$ cat config.mk
export PLATFORM = sky130hd
export DESIGN_NAME = stepper_microstep_sequencer_top_flat
export DESIGN_NICKNAME = d
export VERILOG_FILES = /design/src/rtl/stp_pkg.sv /design/src/rtl/stp_ifs.sv /design/src/rtl/stp_div.sv /design/src/rtl/stp_dp.sv /design/src/rtl/stp_ctrl.sv /design/src/rtl/stepper_microstep_sequencer_top.sv /design/src/flat_wrapper.sv
export SDC_FILE = /design/constraint.sdc
export NUM_CORES = 1
export LEC_CHECK = 0
export ABC_AREA = 1
export BUFFER_PORTS_ARGS = -buffer_cell sky130_fd_sc_hd__buf_2
export CORE_MARGIN = 8
export CORE_UTILIZATION = 60
export CTS_CLUSTER_DIAMETER = 120
export CTS_CLUSTER_SIZE = 28
export DETAILED_ROUTE_END_ITERATION = 7
export HOLD_SLACK_MARGIN = 0.1
export PLACE_DENSITY = 0.78
export RECOVER_POWER = 50
export SLEW_MARGIN = 20
export SYNTH_ARGS = -nofsm -noshare
export SYNTH_HDL_FRONTEND = slang
export SYNTH_SLANG_ARGS = --single-unit
export TNS_END_PERCENT = 20
$ cat constraint.sdc
create_clock -name i_clk -period 5.6 [get_ports i_clk]
set_clock_uncertainty 0.1 [all_clocks]
set_input_delay 0.28 -clock i_clk [delete_from_list [all_inputs] [get_ports i_clk]]
set_output_delay 0.28 -clock i_clk [all_outputs]
set_load 0.05 [all_outputs]
$ cat src/rtl/stp_pkg.sv
// ----------------------------------------------------------------------------
// stp_pkg
// Shared types, constants and the quarter-step phase table of the stepper
// microstep sequencer.
// ----------------------------------------------------------------------------
`default_nettype none

package stp_pkg;

    localparam int TIME_BITS_DEF  = 32;
    localparam int LEVEL_BITS_DEF = 8;

    localparam int CMD_BITS       = 2;
    localparam int TIME_IN_BITS   = 32;
    localparam int PERIOD_BITS    = 31;
    localparam int SUBSTEP_BITS   = 32;
    localparam int PHASE_BITS     = 4;
    localparam int MODE_BITS      = 2;
    localparam int FSPR_BITS      = 16;
    localparam int DIVR_BITS      = FSPR_BITS + 2;
    localparam int CFG_IDX_BITS   = 3;
    localparam int CFG_DATA_BITS  = 16;

    localparam logic [CFG_IDX_BITS-1:0] CFG_STEP_MODE  = 3'd0;
    localparam logic [CFG_IDX_BITS-1:0] CFG_FSPR       = 3'd1;
    localparam logic [CFG_IDX_BITS-1:0] CFG_HIGH_LEVEL = 3'd2;
    localparam logic [CFG_IDX_BITS-1:0] CFG_MID_LEVEL  = 3'd3;
    localparam logic [CFG_IDX_BITS-1:0] CFG_LOW_LEVEL  = 3'd4;

    localparam logic [MODE_BITS-1:0]     MODE_RST    = 2'd0;
    localparam logic [MODE_BITS-1:0]     MODE_QUARTER = 2'd2;
    localparam logic [FSPR_BITS-1:0]     FSPR_RST    = 16'd200;
    localparam logic [CFG_DATA_BITS-1:0] HIGH_RST    = 16'd255;
    localparam logic [CFG_DATA_BITS-1:0] MID_RST     = 16'd192;
    localparam logic [CFG_DATA_BITS-1:0] LOW_RST     = 16'd0;

    typedef enum logic [CMD_BITS-1:0] {
        CMD_TICK  = 2'd0,
        CMD_START = 2'd1,
        CMD_STOP  = 2'd2,
        CMD_ZERO  = 2'd3
    } t_cmd;

    typedef enum logic [1:0] {
        LVL_LOW  = 2'd0,
        LVL_HIGH = 2'd1,
        LVL_MID  = 2'd2
    } t_lvl_code;

    typedef struct packed {
        t_lvl_code a1;
        t_lvl_code a2;
        t_lvl_code b1;
        t_lvl_code b2;
    } t_pin_codes;

    typedef struct packed {
        logic start;
        logic stop;
        logic load_delay;
        logic tick_cap;
        logic tick_adv;
        logic emit_tick;
        logic sweep_init;
        logic emit_sweep;
    } t_dp_cmd;

    typedef struct packed {
        logic sub_zero;
        logic running;
        logic div_done;
        logic tick_due;
        logic at_target;
        logic out_free;
        logic sweep_zero;
    } t_dp_sts;

    function automatic t_pin_codes stp_pin_codes(input logic [PHASE_BITS-1:0] q);
        t_pin_codes c;
        case (q)
            4'd0:    c = '{LVL_HIGH, LVL_LOW,  LVL_HIGH, LVL_LOW};
            4'd1:    c = '{LVL_HIGH, LVL_MID,  LVL_HIGH, LVL_LOW};
            4'd2:    c = '{LVL_LOW,  LVL_LOW,  LVL_HIGH, LVL_LOW};
            4'd3:    c = '{LVL_LOW,  LVL_MID,  LVL_HIGH, LVL_LOW};
            4'd4:    c = '{LVL_LOW,  LVL_HIGH, LVL_HIGH, LVL_LOW};
            4'd5:    c = '{LVL_LOW,  LVL_HIGH, LVL_HIGH, LVL_MID};
            4'd6:    c = '{LVL_LOW,  LVL_HIGH, LVL_LOW,  LVL_LOW};
            4'd7:    c = '{LVL_LOW,  LVL_HIGH, LVL_LOW,  LVL_MID};
            4'd8:    c = '{LVL_LOW,  LVL_HIGH, LVL_LOW,  LVL_HIGH};
            4'd9:    c = '{LVL_LOW,  LVL_MID,  LVL_LOW,  LVL_HIGH};
            4'd10:   c = '{LVL_LOW,  LVL_LOW,  LVL_LOW,  LVL_HIGH};
            4'd11:   c = '{LVL_HIGH, LVL_MID,  LVL_LOW,  LVL_HIGH};
            4'd12:   c = '{LVL_HIGH, LVL_LOW,  LVL_LOW,  LVL_HIGH};
            4'd13:   c = '{LVL_HIGH, LVL_LOW,  LVL_LOW,  LVL_MID};
            4'd14:   c = '{LVL_HIGH, LVL_LOW,  LVL_LOW,  LVL_LOW};
            4'd15:   c = '{LVL_HIGH, LVL_LOW,  LVL_HIGH, LVL_MID};
            default: c = '{LVL_LOW,  LVL_LOW,  LVL_LOW,  LVL_LOW};
        endcase
        return c;
    endfunction

endpackage

`default_nettype wire

$ cat src/rtl/stp_ifs.sv
// ----------------------------------------------------------------------------
// stp_ifs
// Valid/ready channel interfaces: command input, drive output, config write.
// ----------------------------------------------------------------------------
`default_nettype none

interface stp_in_if;
    import stp_pkg::*;

    logic                           valid;
    logic                           ready;
    logic [CMD_BITS-1:0]            cmd;
    logic [TIME_IN_BITS-1:0]        time_now;
    logic [PERIOD_BITS-1:0]         move_period;
    logic signed [SUBSTEP_BITS-1:0] move_substeps;

    modport source (output valid, cmd, time_now, move_period, move_substeps, input ready);
    modport sink   (input valid, cmd, time_now, move_period, move_substeps, output ready);
endinterface

interface stp_out_if #(
    parameter int LEVEL_BITS = stp_pkg::LEVEL_BITS_DEF
);
    import stp_pkg::*;

    logic                  valid;
    logic                  ready;
    logic [LEVEL_BITS-1:0] drive_a1;
    logic [LEVEL_BITS-1:0] drive_a2;
    logic [LEVEL_BITS-1:0] drive_b1;
    logic [LEVEL_BITS-1:0] drive_b2;
    logic [PHASE_BITS-1:0] phase_now;
    logic                  last;

    modport source (output valid, drive_a1, drive_a2, drive_b1, drive_b2, phase_now, last,
                    input ready);
    modport sink   (input valid, drive_a1, drive_a2, drive_b1, drive_b2, phase_now, last,
                    output ready);
endinterface

interface stp_cfg_if;
    import stp_pkg::*;

    logic                     valid;
    logic                     ready;
    logic [CFG_IDX_BITS-1:0]  index;
    logic [CFG_DATA_BITS-1:0] data;

    modport source (output valid, index, data, input ready);
    modport sink   (input valid, index, data, output ready);
endinterface

`default_nettype wire

$ cat src/rtl/stp_div.sv
// ----------------------------------------------------------------------------
// stp_div
// Restoring divider, one quotient bit per cycle, for the substep interval.
// ----------------------------------------------------------------------------
`default_nettype none

module stp_div (
    input  wire logic                            i_clk,
    input  wire logic                            i_rst_n,
    input  wire logic                            i_start,
    input  wire logic [stp_pkg::PERIOD_BITS-1:0] i_dividend,
    input  wire logic [stp_pkg::DIVR_BITS-1:0]   i_divisor,
    output logic                                 o_done,
    output logic [stp_pkg::PERIOD_BITS-1:0]      o_quotient
);
    import stp_pkg::*;

    localparam int CNT_BITS = $clog2(PERIOD_BITS + 1);

    logic [CNT_BITS-1:0]    r_cnt;
    logic                   r_done;
    logic [DIVR_BITS-1:0]   r_rem;
    logic [DIVR_BITS-1:0]   r_divisor;
    logic [PERIOD_BITS-1:0] r_quo;

    logic [DIVR_BITS:0]     w_trial;
    logic [DIVR_BITS:0]     w_diff;

    assign w_trial = {r_rem, r_quo[PERIOD_BITS-1]};
    assign w_diff  = w_trial - {1'b0, r_divisor};

    always_ff @(posedge i_clk) begin
        if (!i_rst_n) begin
            r_cnt  <= '0;
            r_done <= 1'b0;
        end else begin
            r_done <= 1'b0;
            if (i_start) begin
                r_cnt <= CNT_BITS'(PERIOD_BITS);
            end else if (r_cnt != '0) begin
                r_cnt <= r_cnt - 1'b1;
                if (r_cnt == CNT_BITS'(1)) begin
                    r_done <= 1'b1;
                end
            end
        end
    end

    always_ff @(posedge i_clk) begin
        if (i_start) begin
            r_rem     <= '0;
            r_quo     <= i_dividend;
            r_divisor <= i_divisor;
        end else if (r_cnt != '0) begin
            if (!w_diff[DIVR_BITS]) begin
                r_rem <= w_diff[DIVR_BITS-1:0];
                r_quo <= {r_quo[PERIOD_BITS-2:0], 1'b1};
            end else begin
                r_rem <= w_trial[DIVR_BITS-1:0];
                r_quo <= {r_quo[PERIOD_BITS-2:0], 1'b0};
            end
        end
    end

    assign o_done     = r_done;
    assign o_quotient = r_quo;

endmodule

`default_nettype wire

$ cat src/rtl/stp_dp.sv
// ----------------------------------------------------------------------------
// stp_dp
// Datapath: config registers, move state, tick timing, phase decode and the
// output word register.
// ----------------------------------------------------------------------------
`default_nettype none

module stp_dp #(
    parameter int TIME_BITS  = stp_pkg::TIME_BITS_DEF,
    parameter int LEVEL_BITS = stp_pkg::LEVEL_BITS_DEF
) (
    input  wire logic                                    i_clk,
    input  wire logic                                    i_rst_n,
    input  wire stp_pkg::t_dp_cmd                        i_cmd,
    output stp_pkg::t_dp_sts                             o_sts,
    input  wire logic [stp_pkg::TIME_IN_BITS-1:0]        i_time_now,
    input  wire logic [stp_pkg::PERIOD_BITS-1:0]         i_move_period,
    input  wire logic signed [stp_pkg::SUBSTEP_BITS-1:0] i_move_substeps,
    stp_cfg_if.sink                                      i_cfg,
    stp_out_if.source                                    o_out
);
    import stp_pkg::*;

    logic [MODE_BITS-1:0]    r_step_mode;
    logic [FSPR_BITS-1:0]    r_fspr;
    logic [LEVEL_BITS-1:0]   r_high;
    logic [LEVEL_BITS-1:0]   r_mid;
    logic [LEVEL_BITS-1:0]   r_low;

    logic                    r_running;
    logic                    r_dir_neg;
    logic [SUBSTEP_BITS-1:0] r_remain;
    logic [PHASE_BITS-1:0]   r_cur_lo;
    logic [PHASE_BITS-1:0]   r_cur_phase;
    logic [TIME_BITS-1:0]    r_last_time;
    logic [TIME_BITS-1:0]    r_delay;
    logic [TIME_BITS-1:0]    r_now;
    logic [TIME_BITS-1:0]    r_diff;
    logic [PHASE_BITS-1:0]   r_sweep;
    logic                    r_div_zero;

    logic                    r_out_valid;
    logic [LEVEL_BITS-1:0]   r_a1;
    logic [LEVEL_BITS-1:0]   r_a2;
    logic [LEVEL_BITS-1:0]   r_b1;
    logic [LEVEL_BITS-1:0]   r_b2;
    logic [PHASE_BITS-1:0]   r_phase;
    logic                    r_last;

    logic [MODE_BITS-1:0]    w_sh;
    logic [PHASE_BITS-1:0]   w_mask;
    logic [DIVR_BITS-1:0]    w_divisor;
    logic [TIME_BITS-1:0]    w_now;
    logic [SUBSTEP_BITS-1:0] w_abs;
    logic                    w_div_done;
    logic [PERIOD_BITS-1:0]  w_quo;
    logic                    w_emit;
    logic [PHASE_BITS-1:0]   w_phase;
    logic [PHASE_BITS-1:0]   w_q;
    t_pin_codes              w_codes;
    logic                    w_out_free;

    function automatic logic [LEVEL_BITS-1:0] level_of(input t_lvl_code c,
                                                       input logic [LEVEL_BITS-1:0] hi,
                                                       input logic [LEVEL_BITS-1:0] md,
                                                       input logic [LEVEL_BITS-1:0] lo);
        logic [LEVEL_BITS-1:0] v;
        case (c)
            LVL_HIGH: v = hi;
            LVL_MID:  v = md;
            default:  v = lo;
        endcase
        return v;
    endfunction

    assign w_sh      = (r_step_mode >= MODE_QUARTER) ? MODE_QUARTER : r_step_mode;
    assign w_mask    = PHASE_BITS'((5'd4 << w_sh) - 5'd1);
    assign w_divisor = {2'b00, r_fspr} << w_sh;
    assign w_now     = TIME_BITS'({32'd0, i_time_now});
    assign w_abs     = i_move_substeps[SUBSTEP_BITS-1] ? (~i_move_substeps + 1'b1)
                                                       : i_move_substeps;

    assign w_emit  = i_cmd.emit_tick | i_cmd.emit_sweep;
    assign w_phase = i_cmd.emit_sweep ? r_sweep : (r_cur_lo & w_mask);
    assign w_q     = PHASE_BITS'(w_phase << (MODE_QUARTER - w_sh));
    assign w_codes = stp_pin_codes(w_q);

    assign w_out_free = !r_out_valid || o_out.ready;

    stp_div u_div (
        .i_clk      (i_clk),
        .i_rst_n    (i_rst_n),
        .i_start    (i_cmd.start),
        .i_dividend (i_move_period),
        .i_divisor  (w_divisor),
        .o_done     (w_div_done),
        .o_quotient (w_quo)
    );

    // configuration
    always_ff @(posedge i_clk) begin
        if (!i_rst_n) begin
            r_step_mode <= MODE_RST;
            r_fspr      <= FSPR_RST;
            r_high      <= LEVEL_BITS'(HIGH_RST);
            r_mid       <= LEVEL_BITS'(MID_RST);
            r_low       <= LEVEL_BITS'(LOW_RST);
        end else if (i_cfg.valid) begin
            case (i_cfg.index)
                CFG_STEP_MODE:  r_step_mode <= i_cfg.data[MODE_BITS-1:0];
                CFG_FSPR:       r_fspr      <= i_cfg.data[FSPR_BITS-1:0];
                CFG_HIGH_LEVEL: r_high      <= LEVEL_BITS'(i_cfg.data);
                CFG_MID_LEVEL:  r_mid       <= LEVEL_BITS'(i_cfg.data);
                CFG_LOW_LEVEL:  r_low       <= LEVEL_BITS'(i_cfg.data);
                default: ;
            endcase
        end
    end

    // move state
    always_ff @(posedge i_clk) begin
        if (!i_rst_n) begin
            r_running   <= 1'b0;
            r_dir_neg   <= 1'b0;
            r_remain    <= '0;
            r_cur_lo    <= '0;
            r_cur_phase <= '0;
            r_last_time <= '0;
            r_delay     <= '0;
        end else begin
            if (i_cmd.stop) begin
                r_running <= 1'b0;
            end
            if (i_cmd.start) begin
                r_running   <= 1'b1;
                r_dir_neg   <= i_move_substeps[SUBSTEP_BITS-1];
                r_remain    <= w_abs;
                r_cur_lo    <= r_cur_phase;
                r_last_time <= w_now;
            end
            if (i_cmd.load_delay) begin
                r_delay <= r_div_zero ? '1 : TIME_BITS'({33'd0, w_quo});
            end
            if (i_cmd.tick_adv) begin
                r_last_time <= r_now;
                if (r_remain == '0) begin
                    r_running <= 1'b0;
                end else begin
                    r_remain <= r_remain - 1'b1;
                    r_cur_lo <= r_dir_neg ? (r_cur_lo - 1'b1) : (r_cur_lo + 1'b1);
                end
            end
            if (w_emit) begin
                r_cur_phase <= w_phase;
            end
        end
    end

    always_ff @(posedge i_clk) begin
        if (i_cmd.start) begin
            r_div_zero <= (r_fspr == '0);
        end
        if (i_cmd.tick_cap) begin
            r_now  <= w_now;
            r_diff <= w_now - r_last_time;
        end
        if (i_cmd.sweep_init) begin
            r_sweep <= w_mask;
        end else if (i_cmd.emit_sweep) begin
            r_sweep <= r_sweep - 1'b1;
        end
    end

    // output word register
    always_ff @(posedge i_clk) begin
        if (!i_rst_n) begin
            r_out_valid <= 1'b0;
        end else if (w_emit) begin
            r_out_valid <= 1'b1;
        end else if (o_out.ready) begin
            r_out_valid <= 1'b0;
        end
    end

    always_ff @(posedge i_clk) begin
        if (w_emit) begin
            r_a1    <= level_of(w_codes.a1, r_high, r_mid, r_low);
            r_a2    <= level_of(w_codes.a2, r_high, r_mid, r_low);
            r_b1    <= level_of(w_codes.b1, r_high, r_mid, r_low);
            r_b2    <= level_of(w_codes.b2, r_high, r_mid, r_low);
            r_phase <= w_phase;
            r_last  <= i_cmd.emit_tick | (r_sweep == '0);
        end
    end

    assign i_cfg.ready     = 1'b1;

    assign o_out.valid     = r_out_valid;
    assign o_out.drive_a1  = r_a1;
    assign o_out.drive_a2  = r_a2;
    assign o_out.drive_b1  = r_b1;
    assign o_out.drive_b2  = r_b2;
    assign o_out.phase_now = r_phase;
    assign o_out.last      = r_last;

    assign o_sts.sub_zero   = (i_move_substeps == '0);
    assign o_sts.running    = r_running;
    assign o_sts.div_done   = w_div_done;
    assign o_sts.tick_due   = (r_diff >= r_delay);
    assign o_sts.at_target  = (r_remain == '0);
    assign o_sts.out_free   = w_out_free;
    assign o_sts.sweep_zero = (r_sweep == '0);

endmodule

`default_nettype wire

$ cat src/rtl/stp_ctrl.sv
// ----------------------------------------------------------------------------
// stp_ctrl
// Sequencing state machine: decodes each command word and steps the datapath.
// ----------------------------------------------------------------------------
`default_nettype none

module stp_ctrl (
    input  wire logic                         i_clk,
    input  wire logic                         i_rst_n,
    input  wire logic                         i_in_valid,
    input  wire logic [stp_pkg::CMD_BITS-1:0] i_in_cmd,
    output logic                              o_in_ready,
    input  wire stp_pkg::t_dp_sts             i_sts,
    output stp_pkg::t_dp_cmd                  o_cmd
);
    import stp_pkg::*;

    typedef enum logic [2:0] {
        S_IDLE,
        S_DIV,
        S_TCMP,
        S_TEMIT,
        S_SWEEP
    } t_state;

    t_state  r_state;
    t_state  n_state;
    logic    r_in_ready;
    t_dp_cmd w_cmd;

    always_comb begin
        n_state = r_state;
        w_cmd   = '0;
        case (r_state)
            S_IDLE: begin
                if (i_in_valid && r_in_ready) begin
                    case (t_cmd'(i_in_cmd))
                        CMD_START: begin
                            if (i_sts.sub_zero) begin
                                w_cmd.stop = 1'b1;
                            end else begin
                                w_cmd.start = 1'b1;
                                n_state     = S_DIV;
                            end
                        end
                        CMD_STOP: begin
                            w_cmd.stop = 1'b1;
                        end
                        CMD_ZERO: begin
                            w_cmd.sweep_init = 1'b1;
                            n_state          = S_SWEEP;
                        end
                        CMD_TICK: begin
                            if (i_sts.running) begin
                                w_cmd.tick_cap = 1'b1;
                                n_state        = S_TCMP;
                            end
                        end
                        default: ;
                    endcase
                end
            end
            S_DIV: begin
                if (i_sts.div_done) begin
                    w_cmd.load_delay = 1'b1;
                    n_state          = S_IDLE;
                end
            end
            S_TCMP: begin
                if (!i_sts.tick_due) begin
                    n_state = S_IDLE;
                end else begin
                    w_cmd.tick_adv = 1'b1;
                    n_state        = i_sts.at_target ? S_IDLE : S_TEMIT;
                end
            end
            S_TEMIT: begin
                if (i_sts.out_free) begin
                    w_cmd.emit_tick = 1'b1;
                    n_state         = S_IDLE;
                end
            end
            S_SWEEP: begin
                if (i_sts.out_free) begin
                    w_cmd.emit_sweep = 1'b1;
                    if (i_sts.sweep_zero) begin
                        n_state = S_IDLE;
                    end
                end
            end
            default: begin
                n_state = S_IDLE;
            end
        endcase
    end

    always_ff @(posedge i_clk) begin
        if (!i_rst_n) begin
            r_state    <= S_IDLE;
            r_in_ready <= 1'b0;
        end else begin
            r_state    <= n_state;
            r_in_ready <= (n_state == S_IDLE);
        end
    end

    assign o_in_ready = r_in_ready;
    assign o_cmd      = w_cmd;

endmodule

`default_nettype wire

$ cat src/rtl/stepper_microstep_sequencer_top.sv
// ----------------------------------------------------------------------------
// stepper_microstep_sequencer_top
// Two-coil stepper sequencer for full, half and quarter stepping.
// ----------------------------------------------------------------------------
// Handles one command word at a time. A tick that is due advances a step and
// sends the step word to the output register, or ends the move at its target.
// A start with nonzero substeps waits for the substep interval from a
// restoring divider that produces one quotient bit per cycle over the 31-bit
// period. A zero sweep emits one drive word per phase (4, 8 or 16). The next
// command word is taken while the last drive word still waits in the output
// register; a stalled output holds the sweep or tick back. Config writes are
// always taken and apply at once.
`default_nettype none

module stepper_microstep_sequencer_top #(
    parameter int TIME_BITS  = stp_pkg::TIME_BITS_DEF,
    parameter int LEVEL_BITS = stp_pkg::LEVEL_BITS_DEF
) (
    input  wire logic i_clk,
    input  wire logic i_rst_n,
    stp_in_if.sink    i_in,
    stp_cfg_if.sink   i_cfg,
    stp_out_if.source o_out
);
    import stp_pkg::*;

    t_dp_cmd w_cmd;
    t_dp_sts w_sts;
    logic    w_in_ready;

    assign i_in.ready = w_in_ready;

    stp_ctrl u_ctrl (
        .i_clk      (i_clk),
        .i_rst_n    (i_rst_n),
        .i_in_valid (i_in.valid),
        .i_in_cmd   (i_in.cmd),
        .o_in_ready (w_in_ready),
        .i_sts      (w_sts),
        .o_cmd      (w_cmd)
    );

    stp_dp #(
        .TIME_BITS  (TIME_BITS),
        .LEVEL_BITS (LEVEL_BITS)
    ) u_dp (
        .i_clk           (i_clk),
        .i_rst_n         (i_rst_n),
        .i_cmd           (w_cmd),
        .o_sts           (w_sts),
        .i_time_now      (i_in.time_now),
        .i_move_period   (i_in.move_period),
        .i_move_substeps (i_in.move_substeps),
        .i_cfg           (i_cfg),
        .o_out           (o_out)
    );

endmodule

`default_nettype wire
$ cat src/flat_wrapper.sv
// flat-port wrapper written by rule: the top's interface ports become plain ports
module stepper_microstep_sequencer_top_flat import stp_pkg::*;
#(
    parameter int TIME_BITS  = stp_pkg::TIME_BITS_DEF,
    parameter int LEVEL_BITS = stp_pkg::LEVEL_BITS_DEF
)
  (i_clk, i_rst_n, i_in_valid, i_in_cmd, i_in_time_now, i_in_move_period, i_in_move_substeps, i_in_ready, i_cfg_valid, i_cfg_index, i_cfg_data, i_cfg_ready, o_out_valid, o_out_drive_a1, o_out_drive_a2, o_out_drive_b1, o_out_drive_b2, o_out_phase_now, o_out_last, o_out_ready);
  stp_in_if i_in_i ();
  stp_cfg_if i_cfg_i ();
  stp_out_if #(.LEVEL_BITS(LEVEL_BITS)) o_out_i ();
  input  wire logic i_clk;
  input  wire logic i_rst_n;
  input wire logic [$bits(i_in_i.valid)-1:0] i_in_valid;
  input wire logic [$bits(i_in_i.cmd)-1:0] i_in_cmd;
  input wire logic [$bits(i_in_i.time_now)-1:0] i_in_time_now;
  input wire logic [$bits(i_in_i.move_period)-1:0] i_in_move_period;
  input wire logic [$bits(i_in_i.move_substeps)-1:0] i_in_move_substeps;
  output wire logic [$bits(i_in_i.ready)-1:0] i_in_ready;
  input wire logic [$bits(i_cfg_i.valid)-1:0] i_cfg_valid;
  input wire logic [$bits(i_cfg_i.index)-1:0] i_cfg_index;
  input wire logic [$bits(i_cfg_i.data)-1:0] i_cfg_data;
  output wire logic [$bits(i_cfg_i.ready)-1:0] i_cfg_ready;
  output wire logic [$bits(o_out_i.valid)-1:0] o_out_valid;
  output wire logic [$bits(o_out_i.drive_a1)-1:0] o_out_drive_a1;
  output wire logic [$bits(o_out_i.drive_a2)-1:0] o_out_drive_a2;
  output wire logic [$bits(o_out_i.drive_b1)-1:0] o_out_drive_b1;
  output wire logic [$bits(o_out_i.drive_b2)-1:0] o_out_drive_b2;
  output wire logic [$bits(o_out_i.phase_now)-1:0] o_out_phase_now;
  output wire logic [$bits(o_out_i.last)-1:0] o_out_last;
  input wire logic [$bits(o_out_i.ready)-1:0] o_out_ready;
  assign i_in_i.valid = i_in_valid;
  assign i_in_i.cmd = i_in_cmd;
  assign i_in_i.time_now = i_in_time_now;
  assign i_in_i.move_period = i_in_move_period;
  assign i_in_i.move_substeps = i_in_move_substeps;
  assign i_in_ready = i_in_i.ready;
  assign i_cfg_i.valid = i_cfg_valid;
  assign i_cfg_i.index = i_cfg_index;
  assign i_cfg_i.data = i_cfg_data;
  assign i_cfg_ready = i_cfg_i.ready;
  assign o_out_valid = o_out_i.valid;
  assign o_out_drive_a1 = o_out_i.drive_a1;
  assign o_out_drive_a2 = o_out_i.drive_a2;
  assign o_out_drive_b1 = o_out_i.drive_b1;
  assign o_out_drive_b2 = o_out_i.drive_b2;
  assign o_out_phase_now = o_out_i.phase_now;
  assign o_out_last = o_out_i.last;
  assign o_out_i.ready = o_out_ready;
  stepper_microstep_sequencer_top #(.TIME_BITS(TIME_BITS), .LEVEL_BITS(LEVEL_BITS)) u_core (.i_clk(i_clk), .i_rst_n(i_rst_n), .i_in(i_in_i), .i_cfg(i_cfg_i), .o_out(o_out_i));
endmodule
==> Yosys cells after proc, flatten, opt, wreduce, memory -nomap -nowiden <==
Memories as Yosys holds them, arrays and structs flattened.
Cells that the tools add are included.
{ "op_classes": {"div_mod_pow": 0, "n_eq_ne": 20, "mux": 63, "shift": 3, "reduce_logical": 22, "bitwise_logic": 6, "addsub": 10, "multipliers": 0, "n_lt_le_gt_ge": 2} }
{ "op_table": {"columns": ["operator", "count"], "rows": [
  ["32-bit two-way mux", 7],
  ["32-bit logical NOT", 2],
  ["8-bit case mux with 2 select lines", 4],
  ["31-bit two-way mux", 2],
  ["32-bit by 1-bit adder with 32-bit output, second input constant", 1],
  ["32-bit greater-or-equal comparator", 1],
  ["32-bit inverter", 1],
  ["32-bit by 1-bit subtractor with 32-bit output, second input constant", 1],
  ["32-bit subtractor", 1],
  ["4-bit two-way mux", 7],
  ["1-bit two-way mux", 25],
  ["3-bit two-way mux", 7],
  ["19-bit by 18-bit subtractor with 19-bit output", 1],
  ["18-bit two-way mux", 1],
  ["16-bit by 2-bit << shifter with 18-bit output", 1],
  ["16-bit logical NOT", 1],
  ["3-bit case mux with 5 select lines", 1],
  ["2-bit == test, second input constant", 6],
  ["3-bit by 2-bit == test with 1-bit output, second input constant", 4],
  ["4-bit by 1-bit subtractor with 4-bit output, second input constant", 3],
  ["2-bit by 1-bit == test with 1-bit output, second input constant", 5],
  ["2-bit two-way mux", 5],
  ["5-bit two-way mux", 2],
  ["2-bit AND reduction", 5],
  ["other kinds (23)", 32]
]} }
{ "word_totals": {"mem_count": 1, "out_inout_bits": 40, "input_bits": 121, "wordCells": 157, "regBits": 332, "latch_bits": 0, "mem_bits_rw": 0, "romBits": 96} }
{ "mem_list": {"columns": ["name", "words", "width", "read_ports", "rd_ports_with_merged_regs", "write_ports", "line_no", "rtl"], "rows": [
  ["(no name shown)", 16, 6, 1, 0, 0, "stp_pkg.sv:80", "case (q)"]
]} }

==> Longest topological paths before layout <==
An unclocked memory read counts as a cell.
{ "depth": {"word_depth": 10, "ltp_mapped": 19, "depth_no_buf": 17} }

==> By module <==
Synthesis repeated with hierarchy kept, for this count alone.
{ "hier_totals": {"hier_cells": 2685, "area_unflattened_um2": 20004.2} }
{ "modules_own_cells": {"columns": ["module", "seq_area_each_um2", "cells_each", "n_inst", "area_each_um2"], "rows": [
  ["stp_dp", 6165.9, 2007, 1, 14898.0],
  ["stp_div", 1951.9, 607, 1, 4662.0],
  ["stp_ctrl", 80.1, 71, 1, 444.2]
]} }

==> Worst setup path after synthesis <==
No wires, ideal clock.
{ "synth_timing": {"path_type": "flip-flop to flip-flop", "startpoint": "register u_core.u_ctrl.r_in_ready (netlist: u_core.u_ctrl.o_in_ready)", "endpoint": "register u_core.u_dp.r_diff[0], enable pin", "setup_ns": 0.486, "synth_period_minus_slack_ns": 4.417, "t_required_ns": 5.014, "path_buffers": 0, "t_arrival_ns": 3.831, "path_stages_with_launch": 5, "path_slack_ns": 1.183, "path_cell_list": "dfxtp_1 -> nand2_1 -> nor2_4 -> inv_2 -> nor2_1"} }
{ "synth_rtl": {"columns": ["element", "line_no", "rtl"], "rows": [
  ["from (decl)", "stp_ctrl.sv:28", "logic r_in_ready;"],
  ["from (signal assigned)", "stp_ctrl.sv:103", "r_in_ready <= (n_state == S_IDLE);"],
  ["to (signal assigned)", "stp_dp.sv:165", "r_diff <= w_now - r_last_time;"],
  ["to (decl)", "stp_dp.sv:38", "logic [TIME_BITS-1:0] r_diff;"]
]} }

==> Final worst setup path <==
{ "layout_timing": {"startpoint": "register u_core.u_ctrl.r_state[0]", "endpoint": "register u_core.u_dp.r_b2[2] (netlist: u_core.u_dp.o_out.drive_b2[2]) (data pin)"} }
{ "layout_via": {"elab_chain_cells": 7, "word_cells_on_any_way": 8, "classes_between": "eq/ne (3); shift (1); mux (3); memory (1)"} }
{ "layout_rtl": {"columns": ["element", "line_no", "rtl"], "rows": [
  ["from (decl)", "stp_ctrl.sv:26", "t_state r_state;"],
  ["from (signal assigned)", "stp_ctrl.sv:102", "r_state <= n_state;"],
  ["3-bit == test *", "stp_ctrl.sv:34", "case (r_state)"],
  ["1-bit two-way mux *", "stp_ctrl.sv:34", null],
  ["4-bit two-way mux *", "stp_dp.sv:84", "assign w_phase = i_cmd.emit_sweep ? r_sweep : (r_cur_lo & w_mask);"],
  ["4-bit by 2-bit << shifter with 4-bit output *", "stp_dp.sv:85", "assign w_q = PHASE_BITS'(w_phase << (MODE_QUARTER - w_sh));"],
  ["memory 16 x 6 bit *", null, null],
  ["2-bit == test / 2-bit by 1-bit == test with 1-bit output (equally long branches)", "stp_dp.sv:68", "case (c)"],
  ["8-bit case mux with 2 select lines *", "stp_dp.sv:68", null],
  ["to (signal assigned)", "stp_dp.sv:190", "r_b2 <= level_of(w_codes.b2, r_high, r_mid, r_low);"],
  ["to (decl)", "stp_dp.sv:46", "logic [LEVEL_BITS-1:0] r_b2;"]
]} }
Mark *: on every way between the ends. The rest lies on a longest branch, timed or not.
A chain may end at the register's enable or synchronous reset.

==> impl_metrics.json <==
{
  "status": "complete, but fails checks",
  "failed_checks": "max-capacitance violations, max-slew violations",
  "worst-setup-path-type": "flop to flop",
  "power_density_mw_per_mm2": 312.8,
  "hold-worst-slack_ns": 0.1395,
  "clockPowerShare_pct": 19.7,
  "drv_cap": 3,
  "area_growth_pct": 11.58,
  "clockRootBuffer": "clkbuf_16",
  "hold_viol": 0,
  "crit_fanout": 9,
  "tightest_slew_ns": 1.750,
  "wl_um": 50960,
  "grt_pass1_vias": 17000,
  "via_per_inst": 5.574,
  "grt_pass1_wl_um": 83410,
  "drive_gt1_share_pct": 6.175,
  "start_util_pct": 60.23,
  "chipHeight_um": 195.8,
  "clk-insertion-delay-late_ns": 0.54,
  "worst_path_dominant_cell_family": "compound AO/OA/AOI/OAI gates",
  "htree_levels": 1,
  "place_hpwl_um": 36300,
  "p_leak_nw": 9.346,
  "clk_path_buf_depth": 3,
  "cp_num_cells": 10,
  "antenna_found_initial": 0,
  "pwr-share-comb_pct": 35.2,
  "grt_usage_pct": 25.72,
  "async_flop_share_pct": 0,
  "synth_top_area_share_pct": 24.00,
  "synth_seq_area_share_pct": 42.27,
  "timing.critical_path.cells": "nor2_1 > nand2_2 > nor2_1 > clkinvlp_2 > o21ai_0 > nor2_2 > o21ai_2 > nand2_2 > nand3_1 > nand3_1",
  "syn_area_per_cell_um2": 7.618,
  "critical-path-max-stage-delay_ns": 0.93,
  "synth_edf_count": 155,
  "wire_per_inst_um": 16.12,
  "route.detailed.drc": 0,
  "cts_buffers": 15,
  "p_switching_mw": 2.467,
  "period_needed_ns": 3.674,
  "synthTopCellsByArea": "edfxtp_1 24%, dfxtp_1 18%, nand2_1 12%, inv_1 6.2%, ha_1 6.1%",
  "gr-total-overflow": 0,
  "grt_max_degree": 92,
  "ys_types": 51,
  "syn_inst": 2546,
  "synth_common_cells": "621 x nand2_1, 319 x inv_1, 306 x nor2_1, 177 x dfxtp_1, 175 x o21ai_0",
  "cp_num_buf_inv": 1,
  "core_mm2": 0.03221,
  "slew_viol_final": 145,
  "hold_path_depth": 7,
  "portBuffers": 159,
  "sw_frac_of_total_pct": 36.45,
  "fmax_ghz": 0.2722,
  "first_pass_iters": 5,
  "die_width_um": 195.8,
  "synth_top_area_cell": "edfxtp_1",
  "drt_iter0_drc": 1357,
  "required_ns": 5.75,
  "synth.most_common_cell": "nand2_1",
  "finalSetupViolations": 0,
  "fin_tns_setup_ns": 0,
  "place.gp.congestion": 0.9066,
  "slew_headroom_pct": -16.97,
  "cts_resized": 0,
  "path_clk_slew_ns": 0.11,
  "seq_power_share_pct": 45.1,
  "synth-seq-cells": 332,
  "final_util_pct": 67.20,
  "clkSinkCount": 332,
  "post_cts_buffers": 0,
  "cts_hold_buf": 90,
  "syn_nets": 2764,
  "peakVddDrop_uv": 399.5,
  "p_int_mw": 4.302,
  "fin_nets": 2962,
  "die_area_mm2": 0.03834,
  "period_share_pct": 65.61,
  "hold_class": "primary input to flop",
  "end_kind": "flop",
  "synth_flop_cell": "dfxtp_1",
  "cp-start-kind": "flop",
  "reg2reg_depth": 10,
  "postRouteAntennaNets": 0,
  "synthesis.area_mm2": 0.01940,
  "cts_tree": "yes",
  "via_count": 17620,
  "rows": 66,
  "crit_arrival_ns": 3.83,
  "cp_slowest_cell": "o21ai_0",
  "ios": 161,
  "yosysWarnings": 0,
  "rsz0062_at_grt": "no"
}
power groups by stage:
stage | clock, mW | combinational [mW] | sequential (mW)
after global placement | 0 | 2.23 | 3.09
after detailed placement | 0 | 2.32 | 3.10
after global routing | 1.43 | 2.70 | 3.08
after floorplan | 0 | 1.75 | 3.09
after CTS | 1.36 | 2.37 | 3.05
final | 1.33 | 2.38 | 3.06
layout make-up:
class | instances | area (µm²)
Antenna cell | 1 | 2.502
Clock buffer | 24 | 409.1
Clock inverter | 2 | 38.79
Fill cell | 2774 | 10560
Inverter | 328 | 1232
Multi-Input combinational cell | 1804 | 9542
Sequential cell | 332 | 8198
Tap cell | 408 | 510.5
Timing Repair Buffer | 263 | 1709
kinds of logic after synthesis:
family / after synthesis / share of synthesized area [%]
xor+xnor: 87 / 3.929
fa+ha+maj: 97 / 6.373
flops: 332 / 42.27
other cells: 1 / 0.01933
simple gates: 1204 / 26.23
compound gates: 415 / 12.75
buf+inv: 410 / 8.431
worst reg2reg max path, cell delays in order (launching register included):
cell and delay [ns]:
dfxtp_1 0.37, nor2_1 0.28, nand2_2 0.08, nor2_1 0.24, clkinvlp_2 0.31, o21ai_0 0.93
nor2_2 0.18, o21ai_2 0.46, nand2_2 0.22, nand3_1 0.12, nand3_1 0.12
placed cells by master (no fill, tap or decap), drive strengths merged, types with 2 or more instances in the layout:
master	synthesis	routed
nor2	318	318
dfxtp	177	177
inv	326	326
nand3	139	139
o21ai	199	199
nor3	23	23
a21oi	111	111
xor2	56	56
and3	29	29
o221ai	7	7
a31oi	7	7
nand4	41	41
clkbuf	45	101
xnor2	31	31
fa	3	3
edfxtp	155	155
nand3b	5	5
nand2	632	632
o211ai	16	16
nor4	11	11
a211oi	3	3
or2	4	4
o221a	3	3
o21a	5	5
a21o	7	7
buf	37	96
o21bai	9	9
a21boi	7	7
ha	94	94
dlygate4sd3	0	90
clkinv	2	2
a221oi	31	31
o22ai	8	8
path summary, 6_finish.rpt:
kind,startpoint,to,slack [ns]
worst min-delay path,i_in_move_substeps[30],u_core.u_dp.r_remain[30],0.14
worst min register to register,u_core.u_dp.r_delay[31],u_core.u_dp.r_delay[31],0.39
worst max-delay path,u_core.u_ctrl.r_state[0],u_core.u_dp.o_out.drive_b2[2],1.93
worst max register to register,u_core.u_ctrl.r_state[0],u_core.u_dp.o_out.drive_b2[2],1.93
metal layers:
metal	global-route usage, %	up-vias	part of all wire [%]
met5	0	-	0
met4	8.001	0	2.9
met3	2.776	95	5.6
met2	43.98	571	47
met1	33.89	8179	44
li1	-	8779	-
stage by stage:
stage          instances  instance area, µm²  setup WS (ns)  total power, mW
6_report            3162               21640          1.926            6.769
5_1_grt             3161               21640          1.816            7.218
2_1_floorplan       2546               19400          1.183            4.841
3_3_place_gp        3045               20440          2.304            5.322
3_5_place_dp        3045               20440          2.088            5.417
4_1_cts             3161               21790          2.349            6.781
sequential cells by signal (all words and copies together), names as in the netlist, 2 cells and up:
name                          count
u_core.u_dp.r_remain             32
u_core.u_dp.r_low                 8
u_core.u_dp.r_fspr               16
u_core.u_dp.r_diff               32
u_core.u_dp.u_div.o_quotient     31
u_core.u_dp.o_out.drive_b1        8
u_core.u_dp.r_high                8
u_core.u_dp.o_out.drive_a1        8
u_core.u_dp.r_last_time          32
u_core.u_dp.u_div.r_rem          18
u_core.u_dp.r_delay              32
u_core.u_dp.r_sweep               4
u_core.u_dp.o_out.drive_b2        8
u_core.u_dp.u_div.r_cnt           5
u_core.u_dp.o_out.drive_a2        8
u_core.u_dp.o_out.phase_now       4
u_core.u_ctrl.r_state             3
u_core.u_dp.u_div.r_divisor      18
u_core.u_dp.r_cur_lo              4
u_core.u_dp.r_cur_phase           4
u_core.u_dp.r_step_mode           2
u_core.u_dp.r_mid                 8
u_core.u_dp.r_now                32
Note: power is estimated with default switching activity, not from simulation.
